--- config.mk ---
export PLATFORM = sky130hd
export DESIGN_NAME = led_color_effect_generator_top
export DESIGN_NICKNAME = d
export VERILOG_FILES = /design/src/rtl/lce_pkg.sv /design/src/rtl/lce_cfg.sv /design/src/rtl/lce_engine.sv /design/src/rtl/led_color_effect_generator_top.sv
export VERILOG_INCLUDE_DIRS = /design/src /design/src/rtl
export SDC_FILE = /design/constraint.sdc
export NUM_CORES = 1
export LEC_CHECK = 0
export ABC_CLOCK_PERIOD_IN_PS = 10300
export BUFFER_PORTS_ARGS = -buffer_cell sky130_fd_sc_hd__buf_4
export CAP_MARGIN = 10
export CORE_MARGIN = 10
export CORE_UTILIZATION = 44
export DETAILED_ROUTE_END_ITERATION = 10
export SYNTH_ARGS = -nofsm -noshare
export SYNTH_HDL_FRONTEND = slang
export SYNTH_SLANG_ARGS = --single-unit
--- constraint.sdc ---
create_clock -name clk -period 10.3 [get_ports clk]
set_clock_uncertainty 0.2 [all_clocks]
set_input_delay 1.03 -clock clk [delete_from_list [all_inputs] [get_ports clk]]
set_output_delay 1.03 -clock clk [all_outputs]
set_load 0.01 [all_outputs]
--- src/rtl/led_color_effect_generator_top_defines.svh ---
// Assertion macros for the LED colour effect generator
`ifndef LED_COLOR_EFFECT_GENERATOR_TOP_DEFINES_SVH
`define LED_COLOR_EFFECT_GENERATOR_TOP_DEFINES_SVH
`ifndef SYNTHESIS
`define LCE_ASSERT_IMPLIES(label, clk, rst_n, ante, cons) \
    label: assert property (@(posedge clk) disable iff (!rst_n) (ante) |-> (cons)) \
        else $error("implication check failed");
`define LCE_ASSERT_NEXT(label, clk, rst_n, ante, cons) \
    label: assert property (@(posedge clk) disable iff (!rst_n) (ante) |=> (cons)) \
        else $error("next-cycle check failed");
`else
`define LCE_ASSERT_IMPLIES(label, clk, rst_n, ante, cons)
`define LCE_ASSERT_NEXT(label, clk, rst_n, ante, cons)
`endif
`endif

--- src/rtl/lce_pkg.sv ---
// Types, codes and constants shared by the LED colour effect generator
`timescale 1ns / 1ps
package lce_pkg;

    localparam int PERIOD_W    = 20;
    localparam int PERIOD5_W   = 23;
    localparam int TIME_W      = 32;
    localparam int CFG_INDEX_W = 2;
    localparam int CFG_DATA_W  = 20;

    localparam logic [PERIOD_W-1:0]  STEP_PERIOD_RESET = 20'd100;
    localparam logic [PERIOD5_W-1:0] PERIOD_X5_RESET   = 23'd500;

    // register indexes
    localparam logic [CFG_INDEX_W-1:0] REG_STEP_PERIOD = 2'd0;
    localparam logic [CFG_INDEX_W-1:0] REG_BASE_RED    = 2'd1;
    localparam logic [CFG_INDEX_W-1:0] REG_BASE_GREEN  = 2'd2;
    localparam logic [CFG_INDEX_W-1:0] REG_BASE_BLUE   = 2'd3;

    // effect kinds
    localparam logic [2:0] KIND_RAINBOW    = 3'd1;
    localparam logic [2:0] KIND_BREATHE    = 3'd2;
    localparam logic [2:0] KIND_SLOW_BLINK = 3'd3;
    localparam logic [2:0] KIND_BLINK      = 3'd4;

    // rainbow phases
    localparam logic [2:0] PHASE_RED_UP     = 3'd0;
    localparam logic [2:0] PHASE_GREEN_UP   = 3'd1;
    localparam logic [2:0] PHASE_RED_DOWN   = 3'd2;
    localparam logic [2:0] PHASE_BLUE_UP    = 3'd3;
    localparam logic [2:0] PHASE_GREEN_DOWN = 3'd4;
    localparam logic [2:0] PHASE_RED_UP2    = 3'd5;
    localparam logic [2:0] PHASE_BLUE_DOWN  = 3'd6;
    localparam logic [2:0] PHASE_UNUSED     = 3'd7;

    localparam logic [7:0] LEVEL_MAX    = 8'd255;
    localparam logic [7:0] LEVEL_MIN    = 8'd0;
    localparam logic [7:0] BREATHE_STEP = 8'd5;
    localparam logic [7:0] CHAN_STEP    = 8'd1;

    typedef struct packed {
        logic [2:0]        kind;
        logic [TIME_W-1:0] now_ticks;
    } in_item_t;

    typedef struct packed {
        logic [7:0] red_out;
        logic [7:0] green_out;
        logic [7:0] blue_out;
    } out_item_t;

    typedef struct packed {
        logic [7:0] r;
        logic [7:0] g;
        logic [7:0] b;
    } color_t;

    typedef struct packed {
        logic [PERIOD_W-1:0]  step_period;
        logic [PERIOD5_W-1:0] period_x5;
        logic                 load;
        color_t               base;
    } cfg_t;

endpackage

--- src/rtl/lce_cfg.sv ---
// Configuration registers: step period, its five-fold value and the base colour
`timescale 1ns / 1ps
module lce_cfg (
    input  logic                            clk,
    input  logic                            rst_n,
    input  logic                            wr_en,
    input  logic [lce_pkg::CFG_INDEX_W-1:0] wr_index,
    input  logic [lce_pkg::CFG_DATA_W-1:0]  wr_data,
    output lce_pkg::cfg_t                   cfg
);

    logic [lce_pkg::PERIOD_W-1:0]  step_period_reg, step_period_next;
    logic [lce_pkg::PERIOD5_W-1:0] period_x5_reg, period_x5_next;
    lce_pkg::color_t               base_reg, base_next;
    logic                          load;
    logic [lce_pkg::PERIOD5_W-1:0] data_ext;

    assign data_ext = {{(lce_pkg::PERIOD5_W - lce_pkg::PERIOD_W){1'b0}},
                       wr_data[lce_pkg::PERIOD_W-1:0]};

    always_comb
    begin
        step_period_next = step_period_reg;
        period_x5_next   = period_x5_reg;
        base_next        = base_reg;
        load             = 1'b0;
        if (wr_en)
        begin
            unique case (wr_index)
                lce_pkg::REG_STEP_PERIOD:
                begin
                    step_period_next = wr_data[lce_pkg::PERIOD_W-1:0];
                    period_x5_next   = (data_ext << 2) + data_ext;
                end
                lce_pkg::REG_BASE_RED:
                begin
                    base_next.r = wr_data[7:0];
                    load        = 1'b1;
                end
                lce_pkg::REG_BASE_GREEN:
                begin
                    base_next.g = wr_data[7:0];
                    load        = 1'b1;
                end
                lce_pkg::REG_BASE_BLUE:
                begin
                    base_next.b = wr_data[7:0];
                    load        = 1'b1;
                end
                default:
                begin
                    load = 1'b0;
                end
            endcase
        end
    end

    always_ff @(posedge clk or negedge rst_n)
    begin
        if (!rst_n)
        begin
            step_period_reg <= lce_pkg::STEP_PERIOD_RESET;
            period_x5_reg   <= lce_pkg::PERIOD_X5_RESET;
            base_reg        <= '0;
        end
        else
        begin
            step_period_reg <= step_period_next;
            period_x5_reg   <= period_x5_next;
            base_reg        <= base_next;
        end
    end

    // a colour load carries the freshly written base straight through
    assign cfg.step_period = step_period_reg;
    assign cfg.period_x5   = period_x5_reg;
    assign cfg.load        = load;
    assign cfg.base        = base_next;

endmodule

--- src/rtl/lce_engine.sv ---
// Effect state registers and the combinational step logic
`timescale 1ns / 1ps
module lce_engine (
    input  logic              clk,
    input  logic              rst_n,
    input  lce_pkg::cfg_t     cfg,
    input  logic              fire,
    input  lce_pkg::in_item_t item,
    output lce_pkg::color_t   color
);

    lce_pkg::color_t              cur_reg, cur_next;
    lce_pkg::color_t              sav_reg, sav_next;
    logic [2:0]                   phase_reg, phase_next;
    logic [7:0]                   level_reg, level_next;
    logic                         dir_reg, dir_next;
    logic [lce_pkg::TIME_W-1:0]   last_reg, last_next;

    logic [lce_pkg::TIME_W:0]     now_ext;
    logic [lce_pkg::TIME_W:0]     deadline;
    logic [lce_pkg::TIME_W:0]     slow_deadline;
    logic                         due;
    logic                         slow_due;
    logic                         blink_due;
    logic                         record;

    // 33-bit sums so the deadline never wraps
    assign now_ext       = {1'b0, item.now_ticks};
    assign deadline      = {{(lce_pkg::TIME_W + 1 - lce_pkg::PERIOD_W){1'b0}}, cfg.step_period}
                           + {1'b0, last_reg};
    assign slow_deadline = {{(lce_pkg::TIME_W + 1 - lce_pkg::PERIOD5_W){1'b0}}, cfg.period_x5}
                           + {1'b0, last_reg};
    assign due           = now_ext >= deadline;
    assign slow_due      = now_ext >= slow_deadline;
    assign blink_due     = (item.kind == lce_pkg::KIND_SLOW_BLINK) ? slow_due : due;

    always_comb
    begin
        cur_next   = cur_reg;
        sav_next   = sav_reg;
        phase_next = phase_reg;
        level_next = level_reg;
        dir_next   = dir_reg;
        last_next  = last_reg;
        record     = 1'b1;
        if (cfg.load)
        begin
            cur_next = cfg.base;
            sav_next = cfg.base;
        end
        else if (fire && due)
        begin
            unique case (item.kind)
                lce_pkg::KIND_RAINBOW:
                begin
                    unique case (phase_reg)
                        lce_pkg::PHASE_RED_UP:
                        begin
                            cur_next.r = cur_reg.r + lce_pkg::CHAN_STEP;
                            if (cur_next.r == lce_pkg::LEVEL_MAX)
                                phase_next = lce_pkg::PHASE_GREEN_UP;
                        end
                        lce_pkg::PHASE_GREEN_UP:
                        begin
                            cur_next.g = cur_reg.g + lce_pkg::CHAN_STEP;
                            if (cur_next.g == lce_pkg::LEVEL_MAX)
                                phase_next = lce_pkg::PHASE_RED_DOWN;
                        end
                        lce_pkg::PHASE_RED_DOWN:
                        begin
                            cur_next.r = cur_reg.r - lce_pkg::CHAN_STEP;
                            if (cur_next.r == lce_pkg::LEVEL_MIN)
                                phase_next = lce_pkg::PHASE_BLUE_UP;
                        end
                        lce_pkg::PHASE_BLUE_UP:
                        begin
                            cur_next.b = cur_reg.b + lce_pkg::CHAN_STEP;
                            if (cur_next.b == lce_pkg::LEVEL_MAX)
                                phase_next = lce_pkg::PHASE_GREEN_DOWN;
                        end
                        lce_pkg::PHASE_GREEN_DOWN:
                        begin
                            cur_next.g = cur_reg.g - lce_pkg::CHAN_STEP;
                            if (cur_next.g == lce_pkg::LEVEL_MIN)
                                phase_next = lce_pkg::PHASE_RED_UP2;
                        end
                        lce_pkg::PHASE_RED_UP2:
                        begin
                            cur_next.r = cur_reg.r + lce_pkg::CHAN_STEP;
                            if (cur_next.r == lce_pkg::LEVEL_MAX)
                                phase_next = lce_pkg::PHASE_BLUE_DOWN;
                        end
                        lce_pkg::PHASE_BLUE_DOWN:
                        begin
                            cur_next.b = cur_reg.b - lce_pkg::CHAN_STEP;
                            if (cur_next.b == lce_pkg::LEVEL_MIN)
                                phase_next = lce_pkg::PHASE_GREEN_UP;
                        end
                        default:
                        begin
                            // unused phase: colour holds
                            phase_next = phase_reg;
                        end
                    endcase
                end
                lce_pkg::KIND_BREATHE:
                begin
                    if (dir_reg)
                    begin
                        if (level_reg == lce_pkg::LEVEL_MAX)
                            dir_next = 1'b0;
                        else
                            level_next = level_reg + lce_pkg::BREATHE_STEP;
                    end
                    else
                    begin
                        if (level_reg == lce_pkg::LEVEL_MIN)
                            dir_next = 1'b1;
                        else
                            level_next = level_reg - lce_pkg::BREATHE_STEP;
                    end
                    // dim the saved colour, floor at black
                    cur_next.r = (sav_reg.r < level_next) ? lce_pkg::LEVEL_MIN
                                                          : sav_reg.r - level_next;
                    cur_next.g = (sav_reg.g < level_next) ? lce_pkg::LEVEL_MIN
                                                          : sav_reg.g - level_next;
                    cur_next.b = (sav_reg.b < level_next) ? lce_pkg::LEVEL_MIN
                                                          : sav_reg.b - level_next;
                end
                lce_pkg::KIND_SLOW_BLINK, lce_pkg::KIND_BLINK:
                begin
                    if (blink_due)
                    begin
                        if (dir_reg)
                        begin
                            sav_next = cur_reg;
                            cur_next = '0;
                            dir_next = 1'b0;
                        end
                        else
                        begin
                            cur_next = sav_reg;
                            dir_next = 1'b1;
                        end
                    end
                    else
                    begin
                        record = 1'b0;
                    end
                end
                default:
                begin
                    record = 1'b1;
                end
            endcase
            if (record)
                last_next = item.now_ticks;
        end
    end

    always_ff @(posedge clk or negedge rst_n)
    begin
        if (!rst_n)
        begin
            cur_reg   <= '0;
            sav_reg   <= '0;
            phase_reg <= lce_pkg::PHASE_RED_UP;
            level_reg <= '0;
            dir_reg   <= 1'b0;
            last_reg  <= '0;
        end
        else
        begin
            cur_reg   <= cur_next;
            sav_reg   <= sav_next;
            phase_reg <= phase_next;
            level_reg <= level_next;
            dir_reg   <= dir_next;
            last_reg  <= last_next;
        end
    end

    assign color = cur_next;

endmodule

--- src/rtl/led_color_effect_generator_top.sv ---
// An accepted item is held in the input register and its result is captured in the
// result register when it advances. Throughput: one item per cycle unless the result
// side stalls; the combinational step logic between both registers updates the effect state.
// Reset (rst_n, asynchronous, active low) clears all effect state and the base
// colour, sets the step period to 100 and empties both registers.
`timescale 1ns / 1ps
`include "led_color_effect_generator_top_defines.svh"
module led_color_effect_generator_top (
    input  logic                            clk,
    input  logic                            rst_n,
    input  logic                            in_valid,
    output logic                            in_stall,
    input  lce_pkg::in_item_t               in_item,
    output logic                            out_valid,
    input  logic                            out_stall,
    output lce_pkg::out_item_t              out_item,
    input  logic                            cfg_valid,
    output logic                            cfg_ready,
    input  logic [lce_pkg::CFG_INDEX_W-1:0] cfg_index,
    input  logic [lce_pkg::CFG_DATA_W-1:0]  cfg_data
);

    lce_pkg::cfg_t      cfg;
    lce_pkg::color_t    color;
    lce_pkg::in_item_t  in_item_reg;
    logic               in_valid_reg, in_valid_next;
    lce_pkg::out_item_t out_item_reg;
    logic               out_valid_reg, out_valid_next;
    logic               accept;
    logic               advance;

    assign cfg_ready = 1'b1;

    lce_cfg u_cfg (
        .clk      (clk),
        .rst_n    (rst_n),
        .wr_en    (cfg_valid),
        .wr_index (cfg_index),
        .wr_data  (cfg_data),
        .cfg      (cfg)
    );

    lce_engine u_engine (
        .clk   (clk),
        .rst_n (rst_n),
        .cfg   (cfg),
        .fire  (advance),
        .item  (in_item_reg),
        .color (color)
    );

    // advance the held item once the result register is free or being taken
    assign advance  = in_valid_reg && (!out_valid_reg || !out_stall);
    assign in_stall = in_valid_reg && !advance;
    assign accept   = in_valid && !in_stall;

    always_comb
    begin
        in_valid_next = in_valid_reg;
        if (accept)
            in_valid_next = 1'b1;
        else if (advance)
            in_valid_next = 1'b0;

        out_valid_next = out_valid_reg;
        if (advance)
            out_valid_next = 1'b1;
        else if (!out_stall)
            out_valid_next = 1'b0;
    end

    always_ff @(posedge clk or negedge rst_n)
    begin
        if (!rst_n)
        begin
            in_valid_reg  <= 1'b0;
            out_valid_reg <= 1'b0;
        end
        else
        begin
            in_valid_reg  <= in_valid_next;
            out_valid_reg <= out_valid_next;
        end
    end

    always_ff @(posedge clk)
    begin
        if (accept)
            in_item_reg <= in_item;
        if (advance)
        begin
            out_item_reg.red_out   <= color.r;
            out_item_reg.green_out <= color.g;
            out_item_reg.blue_out  <= color.b;
        end
    end

    assign out_valid = out_valid_reg;
    assign out_item  = out_item_reg;

    `LCE_ASSERT_NEXT(a_advance_fills_result, clk, rst_n, advance, out_valid_reg)
    `LCE_ASSERT_NEXT(a_held_item_stays, clk, rst_n, in_valid_reg && !advance,
                     in_valid_reg && $stable(in_item_reg))
    `LCE_ASSERT_NEXT(a_taken_result_drains, clk, rst_n,
                     out_valid_reg && !out_stall && !advance, !out_valid_reg)
    `LCE_ASSERT_IMPLIES(a_stall_only_when_full, clk, rst_n, in_stall,
                        in_valid_reg && out_valid_reg && out_stall)

endmodule

# After elaboration in Yosys (flattened, before gate mapping)
# Index checks and enable logic that the tools add are counted.
[classes]
n_addsub = 14
n_lt_le_gt_ge = 5
n_eq_ne = 26
n_mux = 51
bitwise = 1
reduce_logical = 31
[ops]
columns = ["cell", "n"]
rows = [
  ["two-way mux 24 bit", 10],
  ["two-way mux 8 bit", 12],
  ["one-hot mux 24 bit (3 select lines)", 1],
  ["greater-or-equal comparator 32 x 33 -> 1 bit", 2],
  ["one-hot mux 8 bit (2 select lines)", 3],
  ["adder 20 x 32 -> 33 bit", 1],
  ["adder 23 x 32 -> 33 bit", 1],
  ["equality test 8 bit (second input constant)", 4],
  ["logical NOT 8 bit", 4],
  ["adder 8 x 1 -> 8 bit (second input constant)", 3],
  ["less-than comparator 8 bit", 3],
  ["subtractor 8 x 1 -> 8 bit (second input constant)", 3],
  ["subtractor 8 bit", 3],
  ["adder 22 x 20 -> 23 bit", 1],
  ["two-way mux 3 bit", 7],
  ["one-hot mux 3 bit (7 select lines)", 1],
  ["!= test 2 x 1 -> 1 bit (second input constant)", 9],
  ["two-way mux 1 bit", 16],
  ["equality test 3 x 2 -> 1 bit (second input constant)", 4],
  ["equality test 3 bit (second input constant)", 4],
  ["nonzero test 2 bit", 6],
  ["AND reduction 11 bit", 1],
  ["adder 8 x 3 -> 8 bit (second input constant)", 1],
  ["AND reduction 4 bit", 2],
  ["16 further kinds", 26],
]
[word_totals]
reg_bits = 220
out_inout_bits = 27

# Logic depth before layout (Yosys ltp)
[logic_depth]
depth_word = 11
depth_mapped = 24
mapped_depth_nobuf = 22

# By module
# Synthesis repeated with hierarchy kept, for this count alone.
[hier_totals]
hier_cells = 1689
area_unflattened_um2 = 15929.0
[modules_own_cells]
columns = ["module", "instances", "cells_per_inst", "area_per_inst_um2", "seq_area_each_um2"]
rows = [
  ["lce_engine", 1, 1274, 10615.2, 2302.2],
  ["lce_cfg", 1, 346, 3438.3, 1637.8],
  ["led_color_effect_generator_top", 1, 69, 1875.5, 1821.7],
]

# Worst setup path before layout
# Ideal clock, no wire load.
[synth_path]
path_kind = "reg-to-reg"
from = "register u_engine.last_reg[9] (netlist name)"
to = "register out_item_reg (netlist bit out_item[17]) (data pin)"
setup_ps = 265
t_arrival_ps = 4665
setup_slack_ps = 5169
path_stages_with_launch = 22
path_buffers = 2
path_cell_list = "dfrtp_1 -> ha_1 -> a21o_1 -> a21o_1 -> a21o_1 -> a21oi_1 -> nor3b_1 -> a21oi_1 -> a41o_1 -> o211ai_1 -> xor2_1 -> ha_1 -> a21oi_1 -> nand2_1 -> a2111oi_2 -> o31ai_1 -> o31ai_2 -> a22oi_4 -> and4_1 -> buf_6 -> buf_6 -> a221o_1"
[synth_rtl]
columns = ["item", "line", "rtl"]
rows = [
  ["from (decl)", "lce_engine.sv:17", "logic [lce_pkg::TIME_W-1:0] last_reg, last_next;"],
  ["from (signal assigned)", "lce_engine.sv:179", "last_reg <= last_next;"],
  ["to (decl)", "led_color_effect_generator_top.sv:27", "lce_pkg::out_item_t out_item_reg;"],
]

==> run_results.csv <==
group,metric,value,unit
outcome,status,"completed",
final_layout,finalNetCount,1951,
critical_path,path_cells,"ha_1 -> a21o_1 -> a21oi_1 -> nor2b_1 -> o21a_1 -> o21ai_0 -> a21oi_1 -> a41o_1 -> o21ai_0 -> xor2_1 -> ha_1 -> nand4_1 -> nor3_1 -> nand3_1 -> a31oi_1 -> o31ai_2 -> nor3_1 -> and4_1 -> buf_4 -> a221o_1",
place,place_congestion,0.894,
detailed_routing,wl_met3,2330,µm
sta,rsz0062_at_grt,"false",
sta,fin_tns_setup,0,ns
critical_path,crit_slowest_cell,"and4_1",
detailed_routing,drcViolationCount,0,
critical_path,required,10.53,ns
critical_path,arrival,6.81,ns
final_layout,utilization,49.3,%
synth,yosysTopAreaCell,"dfrtp_1",
synth,syn_nets,1898,
synth,yosys.area.top_type_share,23.2,%
cts,cts_tree,"yes",
cts,htreeDepth,1,
final_layout,areaGrowthSynthToFinish,11.2,%
detailed_routing,wl_met1,22000,µm
synth,synth-main-ff-cell,"dfrtp_1",
place,hpwl,34500,µm
pwr,p_per_area,292,nW/µm²
final_layout,layout_commonest_cell,"ha_1",
min_path,whs_path_depth,2,
final_layout,largest_reg_flops,35,
sta,min_period,6.58,ns
pwr,total_power,0.00524,W
final_layout,final_cell_mix,"ha_1, dfrtp_1, nand2_1, nor2_1, a21oi_1",
synth,synth_edf_count,59,
critical_path,critical_path_buf_inv_count,1,
synth,synthArstFlopShare,72.9,%
cts,post_cts.repair.setup_buffers,0,
global_route,grt_pass1_wl,74000,µm
pwr,irDropWorstVdd,163,µV
sta,layout_worst_path_cycle_share,63.9,%
final_layout,num_antenna_cells,0,
cts,clock_latency,0.57,ns
cts,clock-sinks,218,
synth,yosysSeqAreaShare,35.7,%
detailed_routing,firstDrtPassIters,8,
global_route,antenna_found_initial,0,
floorplanning,core,36400,µm²
floorplanning,die_x,212,µm
run,max_cap_violations,0,
place,dp.cells,2164,
synth,yosysWarnings,0,
final_layout,layoutNonFillerInstCount,2214,
global_route,grt_pass1_vias,13100,
detailed_routing,num_vias,13100,
floorplanning,fp.dieH,212,µm
final_layout,drive_gt1_share,14.5,%
critical_path,cp_slowest_stage_delay,0.62,ns
critical_path,critPathCaptureType,"flip-flop",
synth,syn_avg_cell_area,9.66,µm²
detailed_routing,vias_per_cell,5.94,
sta,final_hold_viol_count,0,
floorplanning,io_pins,89,
synth,synth_area_leaders,"dfrtp_1, ha_1, edfxtp_1, a21oi_1, nand2_1",
cts,cts_hold_buf,0,
floorplanning,core.rowCount,70,
sta,setup_viol,0,
min_path,hold_class,"flip-flop to flip-flop",
critical_path,reg2reg_depth,20,
detailed_routing,top_layer,"met4",
detailed_routing,ant_nets,0,
critical_path,worst-path-stages,20,
detailed_routing,drt-initial-drc-count,1051,
floorplanning,die-area,44800,µm²
critical_path,crit_family,"compound AO/OA/AOI/OAI gates",
critical_path,critPathMaxFanout,15,
sta,max_freq,0.152,GHz
pwr,p_clk_share,17.6,%
pwr,pwr-share-seq,27.1,%
global_route,grt_max_degree,98,
cts,cts.clk_slew.worst_paths,0.06,ns
detailed_routing,routedWlPerCell,21.1,µm
critical_path,crit_path_start_kind,"flip-flop",
pwr,internal_power,0.00295,W
sta,relSlewSlack,27.9,%
cts,cts_buffer_depth,3,
synth,synth_cell_types,95,
synth,synthCells,1672,
cts,cts_buffers,27,
detailed_routing,route.met2.wl,20600,µm
final_layout,fill_cells,3458,
synth,yosys_register_bits,218,
cts,ctsResizeCount,0,
synth,synthesis.area,16200,µm²
pwr,leakage,7.67,nW
pwr,combPwrFrac,55.4,%
floorplanning,initial_utilization,44.3,%
place,portBuffers,87,
pwr,swShare,43.8,%
global_route,grt_overflow,0,
pwr,power.switching,0.00230,W
sta,worstMarginPinSlew,1.07,ns
sta,drv_slew,0,
cts,cts-root-buf,"clkbuf_16",
critical_path,setup.worst_path.class,"flip-flop to flip-flop",
global_route,track_usage,20.8,%
detailed_routing,wl,46700,µm
power by group through the flow:
| stage | Clock, W | Combinational, W | Sequential, W |
|---|---|---|---|
| floorplan | 0 | 0.00230 | 0.00126 |
| global placement | 0 | 0.00281 | 0.00143 |
| detailed placement | 0 | 0.00287 | 0.00142 |
| CTS | 0.000946 | 0.00289 | 0.00141 |
| global route | 0.000980 | 0.00325 | 0.00145 |
| finish | 0.000921 | 0.00290 | 0.00142 |
cell type report:
cell class                      instances  area [µm²]  share of cell area (%)
Multi-Input combinational cell       1330        9830                    54.7
Sequential cell                       218        5760                    32.1
Timing Repair Buffer                  102         769                    4.28
Clock buffer                           39         741                    4.12
Tap cell                              468         586                    3.26
Inverter                               46         173                   0.961
Clock inverter                         11         100                   0.557
cell usage after synthesis (all sizes together) (5+ instances only):
cell type / number
clkbuf: 53
edfxtp: 59
nand3: 51
o21a: 29
nor2b: 19
nor2: 121
fa: 5
dfstp: 9
a22oi: 5
xnor2: 60
buf: 25
nor3: 33
nand2b: 23
nand4: 21
a31oi: 29
a21o: 35
o211ai: 26
o32ai: 9
a221o: 19
and2: 11
nor4: 11
mux2: 68
a221oi: 6
ha: 159
nand3b: 7
and3: 11
o2111ai: 5
o21ai: 100
or2: 6
o21bai: 8
o221ai: 5
mux2i: 15
o22ai: 15
or3: 8
dfrtp: 150
a21oi: 114
nand2: 145
nor3b: 8
o31ai: 13
xor2: 62
a211oi: 10
inv: 46
worst min-delay path: stages, from the launching register on:
cell     delay (ns)
dfstp_2        0.37
nand2_1        0.04
o21ai_0        0.06
kinds of logic after synthesis:
kind of cell	Yosys count	synth area share [%]
AO/OA/AOI/OAI	472	19.9
XOR/XNOR	122	6.62
buffers and inverters	124	3.62
other	1	0.0232
multiplexers	84	6.51
AND/OR/NAND/NOR	487	14.8
flip-flops	218	35.7
adder cells (fa/ha/maj)	164	12.9
stage by stage:
stage          hold slack [ns]  instance area (µm²)  setup slack [ns]
2_1_floorplan            0.243                16200              5.17
3_3_place_gp             0.277                17100              3.88
3_5_place_dp             0.277                17100              3.85
4_1_cts                  0.286                18000              3.81
5_1_grt                  0.308                18000              3.33
6_report                 0.281                18000              3.72
worst paths after layout:
check	startpoint	slack, ns	to
worst max-delay path	u_cfg.period_x5_reg[1]$_DFFE_PN0P_	3.72	out_item[22]$_DFFE_PP_
worst min-delay path	u_cfg.period_x5_reg[4]$_DFFE_PN1P_	0.28	u_cfg.period_x5_reg[4]$_DFFE_PN1P_
worst max register to register	u_cfg.period_x5_reg[1]$_DFFE_PN0P_	3.72	out_item[22]$_DFFE_PP_
worst min register to register	u_cfg.period_x5_reg[4]$_DFFE_PN1P_	0.28	u_cfg.period_x5_reg[4]$_DFFE_PN1P_
max in group asynchronous	rst_n	8.11	u_cfg.step_period_reg[4]$_DFFE_PN0P_
min in group asynchronous	rst_n	0.35	in_valid_reg$_DFFE_PN0P_
per-layer routing:
metal,vias up,track usage (%)
li1,6297,-
met1,6397,28.9
met2,352,32.2
met3,99,2.82
met4,0,7.96
met5,-,0
Note: power is estimated with default switching activity, not from simulation.
